## src/rtl/ahp_pkg.sv

```systemverilog
`timescale 1ns / 1ps
`default_nettype none

package ahp_pkg;

    localparam logic [2:0] STATUS_OK        = 3'd0;
    localparam logic [2:0] STATUS_TOO_SHORT = 3'd1;
    localparam logic [2:0] STATUS_BAD_MAGIC = 3'd2;
    localparam logic [2:0] STATUS_BAD_DIMS  = 3'd3;
    localparam logic [2:0] STATUS_TOO_SMALL = 3'd4;

    localparam logic [31:0] MAGIC_WORD = 32'h5CA1AB13;
    localparam logic [31:0] HDR_LEN    = 32'd16;
    localparam logic [3:0]  LAST_POS   = 4'd15;

    localparam int FMT_COUNT = 14;
    localparam logic [3:0] BLK_X [FMT_COUNT] = '{4'd4, 4'd5, 4'd5, 4'd6, 4'd6, 4'd8, 4'd8,
                                                 4'd8, 4'd10, 4'd10, 4'd10, 4'd10, 4'd12,
                                                 4'd12};
    localparam logic [3:0] BLK_Y [FMT_COUNT] = '{4'd4, 4'd4, 4'd5, 4'd5, 4'd6, 4'd5, 4'd6,
                                                 4'd8, 4'd5, 4'd6, 4'd8, 4'd10, 4'd10,
                                                 4'd12};

    // One classified header, passed from the front end to the back end
    typedef struct packed {
        logic [2:0]  pre_status;
        logic [3:0]  fmt;
        logic [3:0]  bx;
        logic [3:0]  by;
        logic [23:0] width;
        logic [23:0] height;
        logic [23:0] depth;
        logic [27:0] avail;
    } rec_t;

    typedef struct packed {
        logic full;
        logic empty;
    } q_stat_t;

    typedef enum logic [4:0] {
        S_IDLE   = 5'b00001,
        S_DIV    = 5'b00010,
        S_MUL_XY = 5'b00100,
        S_MUL_Z  = 5'b01000,
        S_FINISH = 5'b10000
    } back_state_t;

    // Returns {match, index}; block sizes in the table are unique
    function automatic logic [4:0] fmt_lookup(input logic [7:0] bx, input logic [7:0] by);
        logic [4:0] r;
        r = 5'd0;
        for (int i = 0; i < FMT_COUNT; i++) begin
            if (bx == {4'd0, BLK_X[i]} && by == {4'd0, BLK_Y[i]}) begin
                r = {1'b1, 4'(i)};
            end
        end
        return r;
    endfunction

endpackage

`default_nettype wire

```

## src/rtl/astc_header_parser.sv

```systemverilog
// Channel   Direction  Handshake             Payload
// header    in         push / full           header_byte
// result    out        pop / empty           status, format_index, width, height,
//                                            depth, payload_bytes
// config    in         cfg_valid / cfg_ready cfg_data (file_length)
//
// One header byte per cycle is taken unless full holds it; after the sixteenth byte the result is set by
// the two 7-step radix-16 block-count dividers and two multiplies, which a header failing a length,
// magic or block-size check skips; the back end takes a new header only after the last is handed on.
// Reset clears the byte position, the header queue, the sequencer and file_length.
// full rises only on the sixteenth byte while two headers wait for the back end.
// A result stays on the ports until popped; the back end waits behind it.
`timescale 1ns / 1ps
`default_nettype none

module astc_header_parser (
    input  wire logic        clk,
    input  wire logic        rst_n,
    input  wire logic        push,
    output logic             full,
    input  wire logic [7:0]  header_byte,
    input  wire logic        cfg_valid,
    output logic             cfg_ready,
    input  wire logic [31:0] cfg_data,
    output logic             empty,
    input  wire logic        pop,
    output logic [2:0]       status,
    output logic [3:0]       format_index,
    output logic [23:0]      width,
    output logic [23:0]      height,
    output logic [23:0]      depth,
    output logic [31:0]      payload_bytes
);

    logic [31:0]      file_length_reg;
    logic [31:0]      file_length_next;
    logic             q_push;
    logic             q_pop;
    ahp_pkg::rec_t    front_rec;
    ahp_pkg::rec_t    back_rec;
    ahp_pkg::q_stat_t q_stat;

    assign cfg_ready        = 1'b1;
    assign file_length_next = (cfg_valid && cfg_ready) ? cfg_data : file_length_reg;

    always_ff @(posedge clk or negedge rst_n)
    begin
        if (!rst_n)
        begin
            file_length_reg <= 32'd0;
        end
        else
        begin
            file_length_reg <= file_length_next;
        end
    end

    ahp_front u_front (
        .clk         (clk),
        .rst_n       (rst_n),
        .push        (push),
        .full        (full),
        .header_byte (header_byte),
        .file_length (file_length_reg),
        .q_stat      (q_stat),
        .q_push      (q_push),
        .q_rec       (front_rec)
    );

    ahp_queue u_queue (
        .clk     (clk),
        .rst_n   (rst_n),
        .wr      (q_push),
        .wr_data (front_rec),
        .rd      (q_pop),
        .rd_data (back_rec),
        .stat    (q_stat)
    );

    ahp_back u_back (
        .clk           (clk),
        .rst_n         (rst_n),
        .q_stat        (q_stat),
        .q_rec         (back_rec),
        .q_pop         (q_pop),
        .empty         (empty),
        .pop           (pop),
        .status        (status),
        .format_index  (format_index),
        .width         (width),
        .height        (height),
        .depth         (depth),
        .payload_bytes (payload_bytes)
    );

`ifndef ASSERT_OFF
    a_no_push_when_full: assert property (@(posedge clk) disable iff (!rst_n)
        q_push |-> !q_stat.full)
        else $error("header pushed into a full queue");

    a_no_pop_when_empty: assert property (@(posedge clk) disable iff (!rst_n)
        q_pop |-> !q_stat.empty)
        else $error("back end took a header from an empty queue");

    a_fail_fields_zero: assert property (@(posedge clk) disable iff (!rst_n)
        (!empty && status != ahp_pkg::STATUS_OK) |->
        (format_index == 4'd0 && width == 24'd0 && height == 24'd0 &&
         depth == 24'd0 && payload_bytes == 32'd0))
        else $error("failed header carries non-zero fields");

    a_ok_fields_sane: assert property (@(posedge clk) disable iff (!rst_n)
        (!empty && status == ahp_pkg::STATUS_OK) |->
        (format_index <= 4'd13 && payload_bytes[3:0] == 4'd0))
        else $error("successful result has bad format index or payload size");
`endif

endmodule

`default_nettype wire

```

## src/rtl/ahp_front.sv

```systemverilog
`timescale 1ns / 1ps
`default_nettype none

module ahp_front (
    input  wire logic             clk,
    input  wire logic             rst_n,
    input  wire logic             push,
    output logic                  full,
    input  wire logic [7:0]       header_byte,
    input  wire logic [31:0]      file_length,
    input  wire ahp_pkg::q_stat_t q_stat,
    output logic                  q_push,
    output ahp_pkg::rec_t         q_rec
);

    logic [3:0]  pos_reg;
    logic [3:0]  pos_next;
    logic [7:0]  hdr_reg [15];
    logic        accept;
    logic        last;
    logic [31:0] magic;
    logic [4:0]  fmt_hit;
    logic [31:0] body_len;

    assign last   = (pos_reg == ahp_pkg::LAST_POS);
    // hold the last byte only while both queue slots are taken
    assign full   = last && q_stat.full;
    assign accept = push && !full;
    assign q_push = accept && last;

    assign pos_next = accept ? pos_reg + 4'd1 : pos_reg;

    always_ff @(posedge clk or negedge rst_n)
    begin
        if (!rst_n)
        begin
            pos_reg <= 4'd0;
        end
        else
        begin
            pos_reg <= pos_next;
        end
    end

    always_ff @(posedge clk)
    begin
        if (accept && !last)
        begin
            hdr_reg[pos_reg] <= header_byte;
        end
    end

    // classify on the sixteenth byte, checks in header order
    always_comb
    begin
        magic    = {hdr_reg[3], hdr_reg[2], hdr_reg[1], hdr_reg[0]};
        fmt_hit  = ahp_pkg::fmt_lookup(hdr_reg[4], hdr_reg[5]);
        body_len = file_length - ahp_pkg::HDR_LEN;

        q_rec.fmt    = fmt_hit[3:0];
        q_rec.bx     = hdr_reg[4][3:0];
        q_rec.by     = hdr_reg[5][3:0];
        q_rec.width  = {hdr_reg[9], hdr_reg[8], hdr_reg[7]};
        q_rec.height = {hdr_reg[12], hdr_reg[11], hdr_reg[10]};
        q_rec.depth  = {header_byte, hdr_reg[14], hdr_reg[13]};
        q_rec.avail  = body_len[31:4];

        if (file_length <= ahp_pkg::HDR_LEN)
        begin
            q_rec.pre_status = ahp_pkg::STATUS_TOO_SHORT;
        end
        else if (magic != ahp_pkg::MAGIC_WORD)
        begin
            q_rec.pre_status = ahp_pkg::STATUS_BAD_MAGIC;
        end
        else if (hdr_reg[6] > 8'd1 || !fmt_hit[4])
        begin
            q_rec.pre_status = ahp_pkg::STATUS_BAD_DIMS;
        end
        else
        begin
            q_rec.pre_status = ahp_pkg::STATUS_OK;
        end
    end

endmodule

`default_nettype wire

```

## src/rtl/ahp_queue.sv

```systemverilog
`timescale 1ns / 1ps
`default_nettype none

module ahp_queue (
    input  wire logic             clk,
    input  wire logic             rst_n,
    input  wire logic             wr,
    input  wire ahp_pkg::rec_t    wr_data,
    input  wire logic             rd,
    output ahp_pkg::rec_t         rd_data,
    output ahp_pkg::q_stat_t      stat
);

    ahp_pkg::rec_t slot_reg [2];
    logic          wr_ptr_reg;
    logic          wr_ptr_next;
    logic          rd_ptr_reg;
    logic          rd_ptr_next;
    logic [1:0]    count_reg;
    logic [1:0]    count_next;

    assign stat.full  = (count_reg == 2'd2);
    assign stat.empty = (count_reg == 2'd0);
    assign rd_data    = slot_reg[rd_ptr_reg];

    always_comb
    begin
        wr_ptr_next = wr ? !wr_ptr_reg : wr_ptr_reg;
        rd_ptr_next = rd ? !rd_ptr_reg : rd_ptr_reg;
        count_next  = count_reg + {1'b0, wr} - {1'b0, rd};
    end

    always_ff @(posedge clk or negedge rst_n)
    begin
        if (!rst_n)
        begin
            wr_ptr_reg <= 1'b0;
            rd_ptr_reg <= 1'b0;
            count_reg  <= 2'd0;
        end
        else
        begin
            wr_ptr_reg <= wr_ptr_next;
            rd_ptr_reg <= rd_ptr_next;
            count_reg  <= count_next;
        end
    end

    always_ff @(posedge clk)
    begin
        if (wr)
        begin
            slot_reg[wr_ptr_reg] <= wr_data;
        end
    end

endmodule

`default_nettype wire

```

## src/rtl/ahp_back.sv

```systemverilog
`timescale 1ns / 1ps
`default_nettype none

module ahp_back (
    input  wire logic             clk,
    input  wire logic             rst_n,
    input  wire ahp_pkg::q_stat_t q_stat,
    input  wire ahp_pkg::rec_t    q_rec,
    output logic                  q_pop,
    output logic                  empty,
    input  wire logic             pop,
    output logic [2:0]            status,
    output logic [3:0]            format_index,
    output logic [23:0]           width,
    output logic [23:0]           height,
    output logic [23:0]           depth,
    output logic [31:0]           payload_bytes
);

    localparam logic [2:0] LAST_STEP = 3'd6;

    ahp_pkg::back_state_t state_reg;
    ahp_pkg::back_state_t state_next;
    logic [2:0]           cnt_reg;
    logic [2:0]           cnt_next;
    logic                 out_valid_reg;
    logic                 out_valid_next;

    ahp_pkg::rec_t rec_reg;
    logic [27:0]   divx_reg;
    logic [27:0]   divy_reg;
    logic [3:0]    remx_reg;
    logic [3:0]    remy_reg;
    logic [27:0]   qx_reg;
    logic [27:0]   qy_reg;
    logic [45:0]   xy_reg;
    logic [51:0]   prod_reg;
    logic          big_reg;

    logic [7:0]    sx;
    logic [7:0]    sy;
    logic [24:0]   ceil_x;
    logic [24:0]   ceil_y;
    logic          load;
    logic          step;
    logic          out_free;
    logic          out_load;
    logic [2:0]    fin_status;

    // one radix-16 restoring step: returns {remainder, four quotient bits}
    function automatic logic [7:0] div_step(input logic [3:0] rem, input logic [3:0] bits,
                                            input logic [3:0] dv);
        logic [4:0] t;
        logic [3:0] r;
        logic [3:0] q;
        r = rem;
        q = 4'd0;
        for (int k = 3; k >= 0; k--) begin
            t = {r, bits[k]};
            if (t >= {1'b0, dv}) begin
                t    = t - {1'b0, dv};
                q[k] = 1'b1;
            end
            r = t[3:0];
        end
        return {r, q};
    endfunction

    assign sx     = div_step(remx_reg, divx_reg[27:24], rec_reg.bx);
    assign sy     = div_step(remy_reg, divy_reg[27:24], rec_reg.by);
    assign ceil_x = {1'b0, q_rec.width} + {21'd0, q_rec.bx} - 25'd1;
    assign ceil_y = {1'b0, q_rec.height} + {21'd0, q_rec.by} - 25'd1;

    assign empty    = !out_valid_reg;
    assign out_free = !out_valid_reg || pop;
    assign load     = (state_reg == ahp_pkg::S_IDLE) && !q_stat.empty;
    assign q_pop    = load;
    assign step     = (state_reg == ahp_pkg::S_DIV);
    assign out_load = (state_reg == ahp_pkg::S_FINISH) && out_free;

    always_comb
    begin
        state_next = state_reg;
        cnt_next   = cnt_reg;
        case (state_reg)
            ahp_pkg::S_IDLE:
            begin
                cnt_next = 3'd0;
                if (!q_stat.empty)
                begin
                    state_next = (q_rec.pre_status == ahp_pkg::STATUS_OK) ?
                                 ahp_pkg::S_DIV : ahp_pkg::S_FINISH;
                end
            end
            ahp_pkg::S_DIV:
            begin
                cnt_next = cnt_reg + 3'd1;
                if (cnt_reg == LAST_STEP)
                begin
                    state_next = ahp_pkg::S_MUL_XY;
                end
            end
            ahp_pkg::S_MUL_XY:
            begin
                state_next = ahp_pkg::S_MUL_Z;
            end
            ahp_pkg::S_MUL_Z:
            begin
                state_next = ahp_pkg::S_FINISH;
            end
            ahp_pkg::S_FINISH:
            begin
                if (out_free)
                begin
                    state_next = ahp_pkg::S_IDLE;
                end
            end
            default:
            begin
                state_next = ahp_pkg::S_IDLE;
            end
        endcase

        out_valid_next = out_load ? 1'b1 : (pop ? 1'b0 : out_valid_reg);
    end

    // first failing check wins; payload must fit in what follows the header
    always_comb
    begin
        if (rec_reg.pre_status != ahp_pkg::STATUS_OK)
        begin
            fin_status = rec_reg.pre_status;
        end
        else if (big_reg || prod_reg > {24'd0, rec_reg.avail})
        begin
            fin_status = ahp_pkg::STATUS_TOO_SMALL;
        end
        else
        begin
            fin_status = ahp_pkg::STATUS_OK;
        end
    end

    always_ff @(posedge clk or negedge rst_n)
    begin
        if (!rst_n)
        begin
            state_reg     <= ahp_pkg::S_IDLE;
            cnt_reg       <= 3'd0;
            out_valid_reg <= 1'b0;
        end
        else
        begin
            state_reg     <= state_next;
            cnt_reg       <= cnt_next;
            out_valid_reg <= out_valid_next;
        end
    end

    always_ff @(posedge clk)
    begin
        if (load)
        begin
            rec_reg  <= q_rec;
            divx_reg <= {3'd0, ceil_x};
            divy_reg <= {3'd0, ceil_y};
            remx_reg <= 4'd0;
            remy_reg <= 4'd0;
            qx_reg   <= 28'd0;
            qy_reg   <= 28'd0;
        end
        if (step)
        begin
            divx_reg <= {divx_reg[23:0], 4'd0};
            divy_reg <= {divy_reg[23:0], 4'd0};
            remx_reg <= sx[7:4];
            remy_reg <= sy[7:4];
            qx_reg   <= {qx_reg[23:0], sx[3:0]};
            qy_reg   <= {qy_reg[23:0], sy[3:0]};
        end
        if (state_reg == ahp_pkg::S_MUL_XY)
        begin
            xy_reg <= qx_reg[22:0] * qy_reg[22:0];
        end
        if (state_reg == ahp_pkg::S_MUL_Z)
        begin
            // a block count of 2^28 or more can never fit a 32-bit file
            big_reg  <= (xy_reg[45:28] != 18'd0) && (rec_reg.depth != 24'd0);
            prod_reg <= xy_reg[27:0] * rec_reg.depth;
        end
        if (out_load)
        begin
            status <= fin_status;
            if (fin_status == ahp_pkg::STATUS_OK)
            begin
                format_index  <= rec_reg.fmt;
                width         <= rec_reg.width;
                height        <= rec_reg.height;
                depth         <= rec_reg.depth;
                payload_bytes <= {prod_reg[27:0], 4'd0};
            end
            else
            begin
                format_index  <= 4'd0;
                width         <= 24'd0;
                height        <= 24'd0;
                depth         <= 24'd0;
                payload_bytes <= 32'd0;
            end
        end
    end

endmodule

`default_nettype wire

```

## config.mk

```make
export PLATFORM = sky130hd
export DESIGN_NAME = astc_header_parser
export DESIGN_NICKNAME = d
export VERILOG_FILES = /design/src/rtl/ahp_pkg.sv /design/src/rtl/astc_header_parser.sv /design/src/rtl/ahp_front.sv /design/src/rtl/ahp_queue.sv /design/src/rtl/ahp_back.sv
export SDC_FILE = /design/constraint.sdc
export NUM_CORES = 2
export LEC_CHECK = 0
export BUFFER_PORTS_ARGS = -buffer_cell sky130_fd_sc_hd__clkbuf_2
export CAP_MARGIN = 40
export CORE_UTILIZATION = 45
export DETAILED_ROUTE_END_ITERATION = 10
export PLACE_DENSITY = 0.67
export SLEW_MARGIN = 20
export SYNTH_ARGS = -nofsm -noshare
export SYNTH_HDL_FRONTEND = slang
export SYNTH_SLANG_ARGS = --single-unit
```

## constraint.sdc

```tcl
create_clock -name clk -period 11.7 [get_ports clk]
set_clock_uncertainty 0.15 [all_clocks]
set_input_delay 2.34 -clock clk [delete_from_list [all_inputs] [get_ports clk]]
set_output_delay 2.34 -clock clk [all_outputs]
set_load 0.02 [all_outputs]
```

==> impl_metrics.py <==
metrics = {
    "sta": {
        "final_hold_viol_count": 0,
        "grt_setup_unrepaired": "no",
        "maxSlewViolCount": 0,
        "relSlewSlack_pct": 30.98,
        "worst-slew-pin-transition_ps": 1009,
        "finalSetupViolations": 0,
        "max_freq_ghz": 0.1155,
        "final.period_utilization_pct": 73.98,
        "min_period_ps": 8655,
        "fin_tns_setup_ps": 0,
    },
    "worst_setup_path": {
        "startpoint_type": "register",
        "critical_path_peak_fanout": 16,
        "critPathArrivalTime_ps": 8920,
        "crit_start": "u_back.rec_reg[37]",
        "regToRegEndpoint": "u_back.prod_reg[45]",
        "rr_worst_depth": 26,
        "rr_startpoint": "u_back.rec_reg[37]",
        "regToRegSetupSlack_ps": 3040,
        "destination_of_the_critical_timing_path": "u_back.prod_reg[45]",
        "worst_setup_end_kind": "register",
        "required_time_of_the_critical_path_ps": 11970,
        "worst_setup_path_type": "reg -> reg",
    },
    "synth": {
        "synth.area.top_cells": "sky130_fd_sc_hd__edfxtp_1 (32%), sky130_fd_sc_hd__fa_1 (28%), sky130_fd_sc_hd__ha_1 (8.1%), sky130_fd_sc_hd__inv_1 (6.6%), sky130_fd_sc_hd__and2_1 (6.3%)",
        "synth_warnings": 0,
        "postSynthCellCount": 6608,
        "synthDominantCellAreaShare_pct": 31.70,
        "synth-main-ff-cell": "sky130_fd_sc_hd__edfxtp_1",
        "synthesis.area_per_instance_um2": 11.02,
        "postSynth.asyncResetShare_pct": 5.932,
        "synth_sequential_area_ratio_pct": 33.61,
        "synth_edf_count": 769,
        "synth.distinct_cells": 87,
        "syn_area_mm2": 0.07284,
        "cell_accounting_for_the_most_synthesized_area": "sky130_fd_sc_hd__edfxtp_1",
        "synth_seq_cells": 826,
    },
    "global_routing": {
        "grt_overflow_total": 0,
        "vias_in_the_first_global_route": 49930,
        "wire_length_of_the_first_global_routing_pass_um": 277500,
        "antenna_found_initial": 7,
        "gr-usage-all-layers_pct": 21.88,
        "maximum_number_of_pins_on_one_net_before_global_route_repair": 70,
    },
    "routing": {
        "route.detailed.vias_per_inst": 5.243,
        "dr.first_iter.drc_count": 3467,
        "route.vias.total": 46820,
        "ant_nets": 0,
        "drc": 0,
        "drtPass1Iterations": 6,
        "routed_wire_length_per_instance_um": 19.62,
        "totalWireLength_um": 175300,
    },
    "clock_tree": {
        "htree_levels": 3,
        "cts_tree": "built",
        "cts_hold_buffers_added": 0,
        "cts_max_path_buffers": 3,
        "cts_sinks": 826,
        "cts_repair_resize_count": 0,
        "post_cts.repair.setup_buffers": 0,
        "clk_pin_slew_ps": 70,
        "clk-insertion-delay-late_ps": 730,
        "root_buffer": "sky130_fd_sc_hd__clkbuf_16",
        "cts-buffers-inserted": 88,
    },
    "die": {
        "die_area_mm2": 0.1635,
        "die_width_um": 404.3,
        "fp.dieH_um": 404.3,
        "std_cell_rows": 147,
        "placeableCoreArea_mm2": 0.1606,
        "initial_cell_density_of_the_core_pct": 45.36,
        "io_pins": 159,
    },
    "cells_and_area": {
        "final_nets": 8236,
        "num_antenna_cells": 0,
        "layout-drive-gt1-share_pct": 8.108,
        "largest_register_ff_count": 228,
        "signed_area_change_from_the_synthesized_netlist_to_the_final_layout_pct": 9.175,
    },
    "placed_design": {
        "gp_congestion": 0.8720,
        "numPortBuffers": 153,
        "hpwlAfterDp_um": 126500,
    },
    "flow_run": {
        "cap_viol_max_count": 0,
    },
    "hold_path": {
        "min_delay_worst_type": "reg -> reg",
    },
    "status": {
        "run_status": "completed",
    },
}
## critical path, stage by stage, from the launching register on
cell	delay, ps
sky130_fd_sc_hd__edfxtp_1	880
sky130_fd_sc_hd__buf_8	250
sky130_fd_sc_hd__nand2_1	90
sky130_fd_sc_hd__fa_1	520
sky130_fd_sc_hd__fa_1	550
sky130_fd_sc_hd__inv_1	50
sky130_fd_sc_hd__fa_1	500
sky130_fd_sc_hd__inv_1	60
sky130_fd_sc_hd__fa_1	540
sky130_fd_sc_hd__inv_1	50
sky130_fd_sc_hd__fa_1	480
sky130_fd_sc_hd__fa_1	510
sky130_fd_sc_hd__inv_1	50
sky130_fd_sc_hd__fa_1	480
sky130_fd_sc_hd__inv_1	40
sky130_fd_sc_hd__ha_1	400
sky130_fd_sc_hd__nand2_1	100
sky130_fd_sc_hd__o211ai_1	270
sky130_fd_sc_hd__o2111ai_1	170
sky130_fd_sc_hd__a21oi_1	400
sky130_fd_sc_hd__a31oi_1	420
sky130_fd_sc_hd__o211ai_1	300
sky130_fd_sc_hd__o211ai_1	170
sky130_fd_sc_hd__o21a_1	230
sky130_fd_sc_hd__o21ai_0	370
sky130_fd_sc_hd__a41oi_1	190
sky130_fd_sc_hd__xnor2_1	150
## layer usage
| layer | part of all wire [%] | global-route usage (%) | wire length (µm) |
|---|---|---|---|
| met1 | 42 | 29.53 | 74150 |
| met2 | 49 | 36.66 | 85360 |
| met3 | 6.6 | 3.565 | 11590 |
| met4 | 2.4 | 5.642 | 4142 |
| met5 | 0.013 | 0 | 23 |
## final cells by class
cell class | count | area [µm²]
Inverter | 1281 | 4813
Clock buffer | 113 | 2387
Multi-Input combinational cell | 4218 | 42500
Sequential cell | 826 | 24480
Timing Repair Buffer | 284 | 2049
Fill cell | 14210 | 81050
Clock inverter | 49 | 585.6
Tap cell | 2160 | 2703
## synthesized netlist by cell type, drive strengths merged, types with 5 or more instances
| library cell | count |
|---|---|
| a21o | 94 |
| o41ai | 5 |
| dfxtp | 8 |
| dfrtp | 48 |
| edfxtp | 769 |
| clkbuf | 272 |
| o31ai | 8 |
| o21ai | 116 |
| or2 | 5 |
| o21a | 29 |
| a41oi | 8 |
| nor2 | 128 |
| nand4 | 24 |
| fa | 1018 |
| nand3b | 5 |
| a21oi | 139 |
| nor2b | 32 |
| nand3 | 30 |
| ha | 474 |
| xor2 | 65 |
| mux2 | 93 |
| o21bai | 16 |
| nor3 | 30 |
| xnor2 | 113 |
| o211ai | 14 |
| nor4 | 25 |
| nor4b | 5 |
| nand2b | 30 |
| mux2i | 68 |
| nor4bb | 5 |
| nor3b | 7 |
| a21boi | 6 |
| inv | 1280 |
| buf | 14 |
| a22o | 5 |
| or3 | 12 |
| a211oi | 23 |
| a31oi | 10 |
| nand2 | 772 |
| and2 | 730 |
| and3 | 9 |
## cell usage in the layout, fill, tap and decap left out, types with 9 or more instances in the layout
master | synthesis | final
sky130_fd_sc_hd__inv_1 | 1280 | 1280
sky130_fd_sc_hd__fa_1 | 1018 | 1018
sky130_fd_sc_hd__nand2_1 | 772 | 771
sky130_fd_sc_hd__edfxtp_1 | 769 | 769
sky130_fd_sc_hd__and2_1 | 730 | 729
sky130_fd_sc_hd__ha_1 | 474 | 474
sky130_fd_sc_hd__clkbuf_2 | 7 | 154
sky130_fd_sc_hd__a21oi_1 | 136 | 136
sky130_fd_sc_hd__nor2_1 | 128 | 128
sky130_fd_sc_hd__xnor2_1 | 113 | 113
sky130_fd_sc_hd__o21ai_0 | 112 | 112
sky130_fd_sc_hd__buf_4 | 5 | 95
sky130_fd_sc_hd__mux2_2 | 93 | 93
sky130_fd_sc_hd__a21o_1 | 92 | 92
sky130_fd_sc_hd__clkbuf_16 | 0 | 89
sky130_fd_sc_hd__mux2i_1 | 68 | 68
sky130_fd_sc_hd__xor2_1 | 65 | 65
sky130_fd_sc_hd__dfrtp_1 | 48 | 47
sky130_fd_sc_hd__nor2b_1 | 32 | 31
sky130_fd_sc_hd__nand3_1 | 30 | 30
sky130_fd_sc_hd__nand2b_1 | 30 | 30
sky130_fd_sc_hd__o21a_1 | 29 | 29
sky130_fd_sc_hd__nor3_1 | 30 | 28
sky130_fd_sc_hd__nand4_1 | 24 | 24
sky130_fd_sc_hd__nor4_1 | 25 | 24
sky130_fd_sc_hd__a211oi_1 | 22 | 22
sky130_fd_sc_hd__buf_8 | 0 | 21
sky130_fd_sc_hd__clkbuf_1 | 263 | 17
sky130_fd_sc_hd__o21bai_1 | 16 | 16
sky130_fd_sc_hd__o211ai_1 | 14 | 14
sky130_fd_sc_hd__clkinv_2 | 0 | 14
sky130_fd_sc_hd__or3_1 | 12 | 12
sky130_fd_sc_hd__clkinv_1 | 1 | 11
sky130_fd_sc_hd__and3_1 | 9 | 9
sky130_fd_sc_hd__a31oi_1 | 9 | 9
## through the flow
stage | utilization, % | hold WS [ps] | area, µm² | setup slack [ps] | std cells
floorplan | - | 271.5 | 72850 | 723.8 | 6611
global placement | 47.29 | 271.8 | 75930 | 2960 | 8728
detailed placement | 47.63 | 279.0 | 76480 | 3211 | 8765
CTS | 49.48 | 289.3 | 79460 | 3145 | 8927
global route | 49.52 | 294.9 | 79520 | 2786 | 8931
finish | 49.52 | 289.3 | 79520 | 3045 | 8931
## cells by family (layout without fill, tap and decap cells)
family,Yosys count,count (layout),synth area share (%)
xor+xnor,178,178,2.140
buf+inv,1567,1727,8.153
simple gates,1866,1866,12.96
flops,826,826,33.61
fa+ha+maj,1492,1492,36.12
mux,161,161,2.372
other cells,2,5,0.01031
compound gates,516,516,4.636
## how the worst min path moves through the flow
stage,from,to,slack (ps),cells after the start
final,u_front.hdr_reg[8][6],u_queue.slot_reg[0][90],290,0
after global routing,u_front.hdr_reg[8][6],u_queue.slot_reg[0][90],290,0
after CTS,u_front.hdr_reg[8][6],u_queue.slot_reg[0][90],290,0
after detailed placement,u_front.hdr_reg[8][6],u_queue.slot_reg[1][90],280,0
after global placement,u_front.hdr_reg[10][1],u_queue.slot_reg[0][53],270,0
after floorplan,u_front.hdr_reg[13][0],u_queue.slot_reg[0][28],270,0
Power is left out: the tool's default activity adds up to more than one toggle a clock period on the data nets, which glitch-free logic cannot reach.
